<file path="config.mk">
export PLATFORM = sky130hd
export DESIGN_NAME = rab_fifo
export DESIGN_NICKNAME = d
export VERILOG_FILES = /design/src/rtl/core/rab_pkg.sv /design/src/rtl/core/rab_fifo.sv
export SDC_FILE = /design/constraint.sdc
export NUM_CORES = 1
export LEC_CHECK = 0
export BUFFER_PORTS_ARGS = -buffer_cell sky130_fd_sc_hd__buf_4
export CORE_UTILIZATION = 60
export DETAILED_ROUTE_END_ITERATION = 10
export GPL_ROUTABILITY_DRIVEN = 0
export PLACE_DENSITY = 0.84
export SYNTH_ARGS = -nofsm -noshare
export SYNTH_HDL_FRONTEND = slang
export SYNTH_SLANG_ARGS = --single-unit
</file>
<file path="constraint.sdc">
create_clock -name i_clk -period 9.4 [get_ports i_clk]
set_input_delay 0.94 -clock i_clk [delete_from_list [all_inputs] [get_ports i_clk]]
set_output_delay 0.94 -clock i_clk [all_outputs]
set_load 0.05 [all_outputs]
</file>
<file path="src/rtl/core/rab_pkg.sv">
`default_nettype none

package rab_pkg;

    // Default geometry of the datapath.
    localparam int COORD_WIDTH_DEF    = 24;
    localparam int TRIG_FRAC_BITS_DEF = 14;

    // Sine and cosine registers are fixed 16-bit signed values.
    localparam int TRIG_W = 16;

    // Configuration port.
    localparam int CFG_IDX_W  = 3;
    localparam int CFG_DATA_W = TRIG_W;

    localparam logic [CFG_IDX_W-1:0] REG_COS_X = 3'd0;
    localparam logic [CFG_IDX_W-1:0] REG_SIN_X = 3'd1;
    localparam logic [CFG_IDX_W-1:0] REG_COS_Y = 3'd2;
    localparam logic [CFG_IDX_W-1:0] REG_SIN_Y = 3'd3;
    localparam logic [CFG_IDX_W-1:0] REG_COS_Z = 3'd4;
    localparam logic [CFG_IDX_W-1:0] REG_SIN_Z = 3'd5;

    // Reset values: identity rotation.
    localparam logic signed [TRIG_W-1:0] COS_RESET = 16'sd16384;
    localparam logic signed [TRIG_W-1:0] SIN_RESET = 16'sd0;

    // Words the rotation pipeline and the queue may hold together.
    localparam int QUEUE_DEPTH = 8;

endpackage

`default_nettype wire

</file>
<file path="src/rtl/core/rab_fifo.sv">
`default_nettype none

// Queue of rotated points between front and back.
module rab_fifo #(
    parameter int WIDTH = 3 * (rab_pkg::COORD_WIDTH_DEF + 1) + 1,
    parameter int DEPTH = rab_pkg::QUEUE_DEPTH
) (
    input  wire logic             i_clk,
    input  wire logic             i_rst_n,
    input  wire logic             i_push,
    input  wire logic [WIDTH-1:0] i_data,
    input  wire logic             i_pop,
    output logic                  o_valid,
    output logic [WIDTH-1:0]      o_data
);

    localparam int PTR_W = (DEPTH > 1) ? $clog2(DEPTH) : 1;
    localparam int CNT_W = $clog2(DEPTH + 1);

    logic [WIDTH-1:0] r_mem [DEPTH];
    logic [PTR_W-1:0] r_wr_ptr;
    logic [PTR_W-1:0] r_rd_ptr;
    logic [CNT_W-1:0] r_count;

    function automatic logic [PTR_W-1:0] ptr_inc(input logic [PTR_W-1:0] p);
        return (p == PTR_W'(DEPTH - 1)) ? '0 : p + PTR_W'(1);
    endfunction

    always_ff @(posedge i_clk) begin
        if (i_push) begin
            r_mem[r_wr_ptr] <= i_data;
        end
    end

    always_ff @(posedge i_clk) begin
        if (!i_rst_n) begin
            r_wr_ptr <= '0;
            r_rd_ptr <= '0;
            r_count  <= '0;
        end else begin
            if (i_push) begin
                r_wr_ptr <= ptr_inc(r_wr_ptr);
            end
            if (i_pop) begin
                r_rd_ptr <= ptr_inc(r_rd_ptr);
            end
            if (i_push && !i_pop) begin
                r_count <= r_count + CNT_W'(1);
            end else if (!i_push && i_pop) begin
                r_count <= r_count - CNT_W'(1);
            end
        end
    end

    assign o_valid = (r_count != '0);
    assign o_data  = r_mem[r_rd_ptr];

`ifndef NO_ASSERTIONS
    a_no_overflow: assert property (@(posedge i_clk) disable iff (!i_rst_n)
        i_push |-> (r_count < CNT_W'(DEPTH)) || i_pop)
        else $error("fifo: push into full queue");
    a_no_underflow: assert property (@(posedge i_clk) disable iff (!i_rst_n)
        i_pop |-> o_valid)
        else $error("fifo: pop from empty queue");
`endif

endmodule

`default_nettype wire

</file>
==> out/qor.yml <==
fin_worst_skew_ns: 0.0166
num_rows: 72
die_area_um2: 39900
clkTransAtPathRegs_ns: 0.06
io_pins: 157
ys_async_sr_fraction_pct: 0
dp_hpwl_um: 22600
drtAntennaViolNets: 0
hold_end: "r_count[3]$_SDFFE_PN0P_"
power_density_nw_per_um2: 216
cpMostUsedCell: "buf_4"
dp.cells: 1600
syn_area_um2: 23400
final_util_pct: 69.9
grt_pass1_wl_um: 64500
arrival_ns: 3.97
fin_area_um2: 26900
hold_ws_ns: 0.470
dr.pass1.iters: 5
syn_area_per_cell_um2: 24.6
postPlaceCellArea_um2: 25200
ys_seq_elements: 621
grt_usage_pct: 22.5
setup_viol: 0
peakVddDrop_mv: 0.169
synth_ff_type: "edfxtp_1"
drive_gt1_share_pct: 41.6
grt_antenna_before_repair: 2
die_w_um: 200
syn_nets: 1039
diodes: 0
r2r_setup_slack_ns: 6.53
clk_latency_ns: 0.60
cts_max_level: 2
syn2layout_area_growth_pct: 15.0
post-route-min-period_ns: 4.91
cts_hold_buffers: 0
drt_wl_total_um: 43200
min-delay-start: "r_count[3]$_SDFFE_PN0P_"
rsz0062_at_grt: "no"
yosys.cell_types.count: 25
status: "completed"
cts_tree: "done"
num_vias: 10200
cap_violations: 0
ctsResizeCount: 0
drtIter0Drc: 766
reg2reg_to: "r_mem[6][47]$_DFFE_PP_"
worstSetupPathType: "register to output pin"
p_total_mw: 5.82
final_cells: 1705
grt_pass1_vias: 10800
fin_ws_ns: 4.49
slew_headroom_pct: 24.9
post_cts_buffers: 0
p_leak_nw: 8.61
crit_chain: "buf_4, buf_4, mux4_2, mux2_2, buf_4"
die_h_um: 200
start_kind: "register"
start_util_pct: 60.8
fin_nets: 1229
drc: 0
fin_crit_sh_pct: 52.2
cts_buffer_depth: 3
layout_common_cells: "edfxtp_1 (608), buf_4 (175), mux4_2 (152), mux2_2 (76), clkbuf_16 (57)"
cts_sinks: 621
maxClockFrequency_mhz: 204
min_path_cells: 2
crit_path_end_kind: "output pin"
core_area_um2: 38600
cts_buffers: 57
grt_max_degree: 71
port_buffers: 156
min_path_type: "register to register"
wl_per_cell_um: 25.3
required_ns: 8.46
worst_path_max_delay_cell: "buf_4"
final_hold_viol_count: 0
place_ws_ns: 5.01
netlist_instances: 951
overflow: 0
layout.cells.most_common: "edfxtp_1"
tightest_slew_ns: 1.12
cp_max_fo: 51
rr_worst_depth: 3
fin_tns_setup_ns: 0
crit_path_max_incr_delay_ns: 0.85
finalMaxSlewViolations: 0
synth_edf_count: 608
synth_seq_area_share_pct: 79.0
r2r_start: "r_wr_ptr[0]$_SDFFE_PN0P_"
yosys_warnings: 0
clockRootBuffer: "clkbuf_16"
viasPerCell: 6.00
flip-flops by register name, summed over array words and instances (netlist names), named ones only:
name      flops
r_mem       608
r_count       4
r_rd_ptr      3
r_wr_ptr      3
area by class of cell:
cell class                      count  area [µm²]
Fill cell                        2272       11600
Clock inverter                     38         269
Timing Repair Buffer              175        1310
Multi-Input combinational cell    283        4710
Sequential cell                   621       18500
Clock buffer                       67        1460
Inverter                            3        11.3
Tap cell                          518         648
how the worst max path moves through the flow:
stage              from                    end  slack (ns)  cells past startpoint
6_report       register             o_data[44]        4.49                      5
5_1_grt        register             o_data[52]        4.11                      5
4_1_cts        register             o_data[63]        4.34                      5
3_5_place_dp   register             o_data[59]        5.01                      5
3_3_place_gp   register             o_data[52]        5.02                      5
2_1_floorplan    i_push  r_mem[0][0]$_DFFE_PP_        2.60                      2
synthesized netlist by cell type (all sizes together) (4+ instances only):
cell type  instances  area share [%]
and2               4            0.11
mux2i              4            0.17
buf               27            0.82
mux4             152              15
nor2               8            0.13
nand2b             4            0.11
clkbuf            17            0.27
edfxtp           608              78
ha                 7            0.37
dfxtp             13             1.1
nand2              7            0.11
nor2b              5            0.13
mux2              76             3.7
report_power, final:
part / switching, mW / leakage [nW] / internal [mW]
clock: 0.950 / 0.849 / 1.19
combinational: 0.331 / 2.13 / 0.217
sequential: 0.0244 / 5.63 / 3.10
total: 1.30 / 8.61 / 4.51
cell families (layout without fill, tap and decap cells):
kind of cell               Yosys count  count (layout)  share of synthesized area [%]
muxes                              232             232                           18.4
and+or+nand+nor                     33              33                          0.705
DFF                                621             621                           79.0
AOI/OAI and AO/OA                    8               8                          0.192
buffers and inverters               47             283                           1.14
xor gates and xnor gates             2               2                         0.0747
adders and majority gates            8               8                          0.459
per-layer routing:
layer / routed length (µm) / share of wire, % / global-route usage, % / up-vias
met4: 821 / 1.9 / 6.76 / 4
met5: 24 / 0.056 / 0 / -
met2: 21700 / 50 / 36.6 / 333
met3: 2880 / 6.7 / 4.51 / 57
met1: 17700 / 41 / 31.1 / 5414
li1: - / - / - / 4430
worst max-delay path, delay by kind of cell, from the launching register on:
kind,cells,cell delay (ns)
buffers and inverters,3,1.68
flip-flops,1,0.68
multiplexers,2,0.89
(Power assumes the default switching activity.)
