===== config.mk =====
export PLATFORM = sky130hd
export DESIGN_NAME = rab_back
export DESIGN_NICKNAME = d
export VERILOG_FILES = /design/src/rtl/core/rab_pkg.sv /design/src/rtl/core/rab_back.sv
export SDC_FILE = /design/constraint.sdc
export NUM_CORES = 1
export LEC_CHECK = 0
export ABC_AREA = 1
export BUFFER_PORTS_ARGS = -buffer_cell sky130_fd_sc_hd__buf_4
export CAP_MARGIN = 0
export CORE_ASPECT_RATIO = 0.5
export CORE_UTILIZATION = 65
export CTS_BUF_LIST = sky130_fd_sc_hd__clkbuf_4 sky130_fd_sc_hd__clkbuf_8 sky130_fd_sc_hd__clkbuf_16
export CTS_CLUSTER_DIAMETER = 200
export DETAILED_ROUTE_END_ITERATION = 16
export PLACE_DENSITY = 0.87
export SYNTH_ARGS = -nofsm -noshare
export SYNTH_HDL_FRONTEND = slang
export SYNTH_SLANG_ARGS = --single-unit
export TNS_END_PERCENT = 5

===== constraint.sdc =====
create_clock -name i_clk -period 19.8 [get_ports i_clk]
set_input_delay 3.96 -clock i_clk [delete_from_list [all_inputs] [get_ports i_clk]]
set_output_delay 3.96 -clock i_clk [all_outputs]
set_load 0.01 [all_outputs]

===== src/rtl/core/rab_pkg.sv =====
`default_nettype none

package rab_pkg;

    // Default geometry of the datapath.
    localparam int COORD_WIDTH_DEF    = 24;
    localparam int TRIG_FRAC_BITS_DEF = 14;

    // Sine and cosine registers are fixed 16-bit signed values.
    localparam int TRIG_W = 16;

    // Configuration port.
    localparam int CFG_IDX_W  = 3;
    localparam int CFG_DATA_W = TRIG_W;

    localparam logic [CFG_IDX_W-1:0] REG_COS_X = 3'd0;
    localparam logic [CFG_IDX_W-1:0] REG_SIN_X = 3'd1;
    localparam logic [CFG_IDX_W-1:0] REG_COS_Y = 3'd2;
    localparam logic [CFG_IDX_W-1:0] REG_SIN_Y = 3'd3;
    localparam logic [CFG_IDX_W-1:0] REG_COS_Z = 3'd4;
    localparam logic [CFG_IDX_W-1:0] REG_SIN_Z = 3'd5;

    // Reset values: identity rotation.
    localparam logic signed [TRIG_W-1:0] COS_RESET = 16'sd16384;
    localparam logic signed [TRIG_W-1:0] SIN_RESET = 16'sd0;

    // Words the rotation pipeline and the queue may hold together.
    localparam int QUEUE_DEPTH = 8;

endpackage

`default_nettype wire


===== src/rtl/core/rab_back.sv =====
`default_nettype none

// Back end: running bounds, then centre and size into the output register.
module rab_back #(
    parameter int COORD_WIDTH = rab_pkg::COORD_WIDTH_DEF
) (
    input  wire logic                          i_clk,
    input  wire logic                          i_rst_n,
    input  wire logic                          i_q_valid,
    input  wire logic [3*(COORD_WIDTH+1):0]    i_q_data,
    output logic                               o_pop,
    output logic                               o_out_valid,
    input  wire logic                          i_out_ready,
    output logic signed [COORD_WIDTH:0]        o_center_x,
    output logic signed [COORD_WIDTH:0]        o_center_y,
    output logic signed [COORD_WIDTH:0]        o_center_z,
    output logic        [COORD_WIDTH:0]        o_size_x,
    output logic        [COORD_WIDTH:0]        o_size_y,
    output logic        [COORD_WIDTH:0]        o_size_z
);

    localparam int BOX_W = COORD_WIDTH + 1;

    logic                    r_first;
    logic                    r_fin;
    logic                    r_out_valid;
    logic signed [BOX_W-1:0] r_lo [3];
    logic signed [BOX_W-1:0] r_hi [3];
    logic signed [BOX_W-1:0] r_center [3];
    logic        [BOX_W-1:0] r_size [3];

    logic signed [BOX_W-1:0] pt [3];
    logic                    last;
    logic                    fin_move;
    logic signed [BOX_W:0]   n_sum [3];
    logic signed [BOX_W:0]   n_diff [3];

    assign pt[0] = i_q_data[3*BOX_W:2*BOX_W+1];
    assign pt[1] = i_q_data[2*BOX_W:BOX_W+1];
    assign pt[2] = i_q_data[BOX_W:1];
    assign last  = i_q_data[0];

    assign fin_move = r_fin && (!r_out_valid || i_out_ready);
    assign o_pop    = i_q_valid && (!r_fin || fin_move);

    always_ff @(posedge i_clk) begin
        if (!i_rst_n) begin
            r_first     <= 1'b1;
            r_fin       <= 1'b0;
            r_out_valid <= 1'b0;
        end else begin
            if (o_pop) begin
                r_first <= last;
            end
            if (o_pop && last) begin
                r_fin <= 1'b1;
            end else if (fin_move) begin
                r_fin <= 1'b0;
            end
            if (fin_move) begin
                r_out_valid <= 1'b1;
            end else if (i_out_ready) begin
                r_out_valid <= 1'b0;
            end
        end
    end

    for (genvar k = 0; k < 3; k++) begin : g_axis
        always_ff @(posedge i_clk) begin
            if (o_pop) begin
                if (r_first || pt[k] < r_lo[k]) begin
                    r_lo[k] <= pt[k];
                end
                if (r_first || pt[k] > r_hi[k]) begin
                    r_hi[k] <= pt[k];
                end
            end
        end

        assign n_sum[k]  = (BOX_W + 1)'(r_lo[k]) + (BOX_W + 1)'(r_hi[k]);
        assign n_diff[k] = (BOX_W + 1)'(r_hi[k]) - (BOX_W + 1)'(r_lo[k]);

        always_ff @(posedge i_clk) begin
            if (fin_move) begin
                r_center[k] <= n_sum[k][BOX_W:1];
                r_size[k]   <= n_diff[k][BOX_W-1:0];
            end
        end
    end

    assign o_out_valid = r_out_valid;
    assign o_center_x  = r_center[0];
    assign o_center_y  = r_center[1];
    assign o_center_z  = r_center[2];
    assign o_size_x    = r_size[0];
    assign o_size_y    = r_size[1];
    assign o_size_z    = r_size[2];

`ifndef NO_ASSERTIONS
    a_bounds_hold: assert property (@(posedge i_clk) disable iff (!i_rst_n)
        r_fin && !fin_move |=> $stable(r_lo[0]) && $stable(r_hi[0])
                               && $stable(r_lo[2]) && $stable(r_hi[2]))
        else $error("back: bounds changed while a box is pending");
    a_last_rearms: assert property (@(posedge i_clk) disable iff (!i_rst_n)
        o_pop && last |=> r_first && r_fin)
        else $error("back: last word did not rearm");
    a_order: assert property (@(posedge i_clk) disable iff (!i_rst_n)
        r_lo[1] > r_hi[1] |-> r_first && !r_fin)
        else $error("back: live bounds inverted");
`endif

endmodule

`default_nettype wire


==> out/results.tsv, run 1 <==
stage	metric	value	unit
status	outcome	completed	
power	p_clk_share	29.1	%
clock_network	root_buffer	clkbuf_16	
critical_path	r2r_cells	12	
layout	final_cell_mix	nand2_1, inv_1, edfxtp_1, ha_1, buf_4	
sta	final_hold_viol_count	0	
global_routing	grt_use_total	34.5	%
floorplanning	die_h	133	microns
power	p_total	1.92	mW
critical_path	worst-setup-path-type	in2out	
critical_path	cp_max_fo	8	
global_routing	grt_overflow	0	
floorplanning	die-area	35200	sq um
sta	fin_crit	9.01	ns
hold_path	hold_start	o_out_valid$_SDFFE_PN0P_	
critical_path	startpoint_type	primary input	
placement	dp_cells	3302	
sta	finalMaxSlewViolations	0	
critical_path	r2r_end	r_hi[0][26]$_DFFE_PP_	
floorplanning	die-width	264	microns
sta	setup_violations	0	
synthesis	async_reset_ff_share	0	%
clock_network	cts.htree.levels	1	
hold_path	hp-class	reg2reg	
layout	fin_area	25300	sq um
synthesis	synthCells	2667	
critical_path	cp.required	15.84	ns
placement	io_buffers	231	
synthesis	synth-warning-count	0	
placement	dp.final_hpwl	48.8	mm
sta	setup_tns	0	ns
clock_network	cts_num_sinks	303	
global_routing	grt_pass1_vias	18600	
synthesis	ys_seq_elements	303	
synthesis	synth_area	22300	sq um
layout	final_common_cell	nand2_1	
sta	rsz0062_at_grt	false	
drt	route.detailed.wl_per_inst	18.4	microns
sta	period_share	45.5	%
floorplanning	start_util	66.8	%
drt	drc	0	
power	powerDensity	75.6	nW/um^2
floorplanning	pin_count	232	
synthesis	synth_edf_count	300	
synthesis	yosys_most_used_dff	edfxtp_1	
clock_network	cts_resized	0	
layout	syn_to_final_growth	13.4	%
sta	worst_pin_slew	1.11	ns
placement	gp_congestion	0.954	
clock_network	postCtsSetupBuffers	0	
power	power_frac_comb	29.1	%
clock_network	cts_buffer_depth	3	
synthesis	synth-seq-area-share	40.6	%
floorplanning	num_rows	47	
power	p_switching	0.640	mW
critical_path	cp-startpoint	i_out_ready	
hold_path	hold_depth	2	
placement	placed_area	24400	sq um
clock_network	clkLatencyLatePin	0.58	ns
floorplanning	core_area	33500	sq um
drt	route.antenna.remaining_nets	0	
clock_network	clk_pin_slew	0.06	ns
clock_network	cts_made_buffers	29	
clock_network	cts_hold_buf	0	
drt	drt_pass1_iterations	6	
power	seqPwrFrac	41.8	%
global_routing	grt_pass1_wl	95.2	mm
power	p_int	1.27	mW
synthesis	synth_cell_type_count	39	
critical_path	ff2ff_setup_slack	16.81	ns
flow_run	drv_cap	0	
global_routing	antenna_found_initial	4	
critical_path	arrival	5.05	ns
sta	fin_skew	0.0176	ns
synthesis	synthesis.nets	3047	
critical_path	setup.worst_path.end_class	primary output	
synthesis	syn-mean-instance-area	8.38	sq um
layout	drive_above_1_share	11.1	%
drt	num_vias	19100	
power	peakVddDrop	65.8	uV
drt	routed_via_density	5.70	
sta	relSlewSlack	25.7	%
clock_network	cts_tree	done	
layout	fin_cells	3357	
drt	routed_wl	61.8	mm
critical_path	reg2reg_from	r_hi[0][33]$_DFFE_PP_	
global_routing	grt_max_degree	61	
layout	nets	3272	
power	leakage	12.4	nW
hold_path	min_to	o_out_valid$_SDFFE_PN0P_	
power	switching_share	33.4	%
sta	fmax	111	MHz
drt	drt-initial-drc-count	1876	
[critical path: stages]
cell and delay (ns):
buf_4 0.10, inv_1 0.10, nand2_1 0.08, nor2_1 0.09
inv_1 0.05, nand2_1 0.09, clkinv_1 0.30, buf_4 0.27
[cell type report]
cell class	count	area [sq um]
Timing Repair Buffer	235	1760
Fill cell	2403	8130
Clock buffer	38	800
Clock inverter	12	116
Sequential cell	303	9070
Antenna cell	5	12.5
Multi-Input combinational cell	1866	11300
Inverter	457	1720
Tap cell	441	552
[synthesized netlist by cell type, types with 17 or more instances]
library cell,instances,share of area (%)
a21o_1,23,0.77
a21oi_1,207,4.6
buf_2,28,0.63
edfxtp_1,300,40
ha_1,294,16
inv_1,455,7.6
nand2_1,621,10
nand2_2,17,0.48
nand3_1,122,2.7
nand4_1,34,0.95
nor2_1,225,3.8
nor3_1,49,1.1
o21ai_0,81,1.8
o21bai_1,22,0.74
xor2_1,86,3.4
[worst max-delay path by stage]
stage / endpoint / slack, ns
2_1_floorplan: r_center[0][0]$_DFFE_PP_ / 7.92
3_3_place_gp: o_pop / 10.86
3_5_place_dp: o_pop / 10.83
4_1_cts: o_pop / 10.81
5_1_grt: o_pop / 10.64
6_report: o_pop / 10.79
[registers in the layout, indices dropped and copies added, names as in the netlist]
register     count
r_lo            75
r_size          75
r_center        75
o_out_valid      1
r_fin            1
r_hi            75
r_first          1
[power by group through the flow]
stage	Clock [mW]	Sequential, mW	Combinational (mW)
detailed placement	0	0.814	0.540
finish	0.558	0.801	0.557
floorplan	0	0.818	0.361
global route	0.580	0.804	0.613
global placement	0	0.811	0.526
CTS	0.557	0.801	0.546
[stage by stage]
step,setup WS [ns],hold slack [ns],util [%]
after global routing,10.64,0.592,75.7
after global placement,10.86,0.543,72.9
final,10.79,0.562,75.7
after detailed placement,10.83,0.550,72.9
after CTS,10.81,0.561,75.7
after floorplan,7.92,0.464,-
[routing by layer]
metal | GRT usage (%) | share of wire, % | routed length [microns] | vias up
met3 | 3.42 | 5.5 | 3420 | 158
li1 | - | - | - | 9247
met2 | 63.7 | 51 | 31600 | 766
met1 | 41.6 | 39 | 24200 | 8960
met5 | 0 | 0 | 0 | -
met4 | 13.3 | 4.2 | 2580 | 0
[cells by family after synthesis]
family,synth area share [%]
adders and majority gates,17.0
buffers and inverters,8.85
and+or+nand+nor,20.2
DFF,40.6
AOI/OAI and AO/OA,9.49
xor gates and xnor gates,3.84
(Power assumes the default switching activity.)
==> run 2: changes to the inputs <==
Settings changed: CORE_UTILIZATION 65 to 55, PLACE_DENSITY 0.87 to 0.78.
Clock period 19.8 ns to 8.27 ns, I/O delays scaled along.
==> out/results.tsv, run 2 (synthesis gave the netlist of run 1 again) <==
stage	metric	value	unit
status	outcome	completed	
floorplanning	die-width	287	microns
sta	setup_ws	3.72	ns
layout	nets	3271	
critical_path	cp.required	6.62	ns
layout	syn_to_final_growth	14.0	%
sta	period_share	55.0	%
clock_network	clk_pin_slew	0.07	ns
clock_network	cts_hold_buf	0	
clock_network	postCtsSetupBuffers	0	
drt	routed_wl	58.4	mm
layout	regArea	9070	sq um
sta	finalMaxSlewViolations	0	
power	powerDensity	179	nW/um^2
clock_network	cts_num_sinks	303	
critical_path	cp_max_fo	8	
global_routing	antenna_found_initial	2	
drt	routed_via_density	5.39	
global_routing	grt_pass1_wl	90.3	mm
critical_path	reg2reg_from	r_hi[0][21]$_DFFE_PP_	
power	seqPwrFrac	42.0	%
placement	dp.final_hpwl	47.5	mm
global_routing	grt_use_total	27.8	%
critical_path	crit_slowest_cell	clkinv_1	
drt	route.antenna.remaining_nets	0	
power	p_int	3.04	mW
power	peakVddDrop	150	uV
placement	io_buffers	231	
clock_network	cts_resized	0	
clock_network	cts_made_buffers	29	
power	switching_share	33.3	%
layout	final_cell_mix	nand2_1, inv_1, edfxtp_1, ha_1, buf_4	
floorplanning	die-area	41500	sq um
layout	multi_input_area	11300	sq um
sta	setup_tns	0	ns
clock_network	cts.htree.levels	1	
clock_network	root_buffer	clkbuf_16	
clock_network	cts_buffer_depth	3	
sta	setup_violations	0	
critical_path	r2r_cells	12	
sta	fin_crit	4.55	ns
drt	drt_pass1_iterations	8	
placement	gp_congestion	0.968	
global_routing	grt_max_degree	82	
layout	final_common_cell	nand2_1	
power	p_switching	1.52	mW
hold_path	hp-class	reg2reg	
critical_path	max_stage_delay	0.41	ns
floorplanning	start_util	56.6	%
sta	fin_skew	0.0270	ns
floorplanning	pin_count	232	
clock_network	cts_tree	done	
floorplanning	num_rows	51	
drt	route.detailed.wl_per_inst	17.0	microns
critical_path	ff2ff_setup_slack	5.42	ns
sta	fmax	220	MHz
sta	final_hold_viol_count	0	
drt	num_vias	18600	
critical_path	worst-setup-path-type	in2out	
critical_path	setup.worst_path.end_class	primary output	
drt	drt-initial-drc-count	1181	
flow_run	drv_cap	0	
sta	whs	0.545	ns
power	leakage	12.4	nW
sta	worst_pin_slew	1.11	ns
critical_path	crit_chain	buf_4 -> inv_1 -> nand2_1 -> nor2_1 -> inv_1 -> nand2_1 -> clkinv_1 -> buf_4	
sta	relSlewSlack	26.2	%
power	power_frac_comb	28.7	%
floorplanning	core_area	39400	sq um
critical_path	r2r_end	r_hi[0][0]$_DFFE_PP_	
floorplanning	die_h	145	microns
hold_path	hold_depth	2	
sta	rsz0062_at_grt	false	
power	p_clk_share	29.4	%
layout	fillers	3459	
global_routing	grt_pass1_vias	18000	
critical_path	startpoint_type	primary input	
drt	drc	0	
critical_path	arrival	2.89	ns
clock_network	clkLatencyLatePin	0.59	ns
global_routing	grt_overflow	0	
hold_path	min_to	o_out_valid$_SDFFE_PN0P_	
layout	drive_above_1_share	11.3	%
hold_path	hold_start	r_fin$_SDFFE_PN0P_	
placement	preCtsSetupSlack	3.73	ns
run 2: changes by cell type in the layout (fill, tap and decap cells not counted), sizes merged:
cell,delta
inv,+3
buf,-1
clkbuf,-5
clkinv,+1
clkinvlp,+5
diode,-3
run 2: worst max-delay path, delay by kind of cell:
family / cells / cell delay [ns]
buffers and inverters: 5 / 0.98
AND/OR/NAND/NOR: 3 / 0.27
run 2: power groups by stage:
stage | logic (mW) | clock network [mW] | registers (mW)
final | 1.31 | 1.34 | 1.91
after global routing | 1.45 | 1.42 | 1.92
after CTS | 1.29 | 1.36 | 1.91
after detailed placement | 1.29 | 0 | 1.95
after global placement | 1.26 | 0 | 1.94
after floorplan | 0.865 | 0 | 1.95
run 2: final cells by class:
type	count	share of cell area [%]
clock buffer	33	2.99
inverter	457	6.74
antenna	2	0.0197
timing repair buffer	234	6.90
multi-input combinational	1866	44.4
clock inverter	21	0.708
tap	530	2.60
sequential	303	35.6
run 2: worst max-delay path by stage:
stage                                    end  slack, ns  depth (start not counted)   startpoint
detailed placement                     o_pop       3.73                          8  i_out_ready
global route                           o_pop       3.65                          8  i_out_ready
finish                                 o_pop       3.72                          8  i_out_ready
global placement                       o_pop       3.73                          8  i_out_ready
floorplan           r_center[0][0]$_DFFE_PP_       1.74                          2  i_out_ready
CTS                                    o_pop       3.72                          8  i_out_ready
run 2: through the flow:
step / std cells / area, sq um / util [%] / total power, mW
2_1_floorplan: 2667 / 22300 / - / 2.82
3_3_place_gp: 3390 / 24500 / 62.2 / 3.20
3_5_place_dp: 3390 / 24500 / 62.2 / 3.23
4_1_cts: 3444 / 25500 / 64.5 / 4.57
5_1_grt: 3446 / 25500 / 64.6 / 4.80
6_report: 3446 / 25500 / 64.6 / 4.56
run 2: metal layers:
metal  part of all wire, %  vias to the layer above  GRT usage [%]  routed length, microns
li1                      -                     9235              -                       -
met1                    41                     8650           33.0                   24100
met2                    50                      533           51.0                   29300
met3                   4.3                      141           3.17                    2510
met4                   4.3                        0           12.5                    2540
met5                     0                        -              0                       0
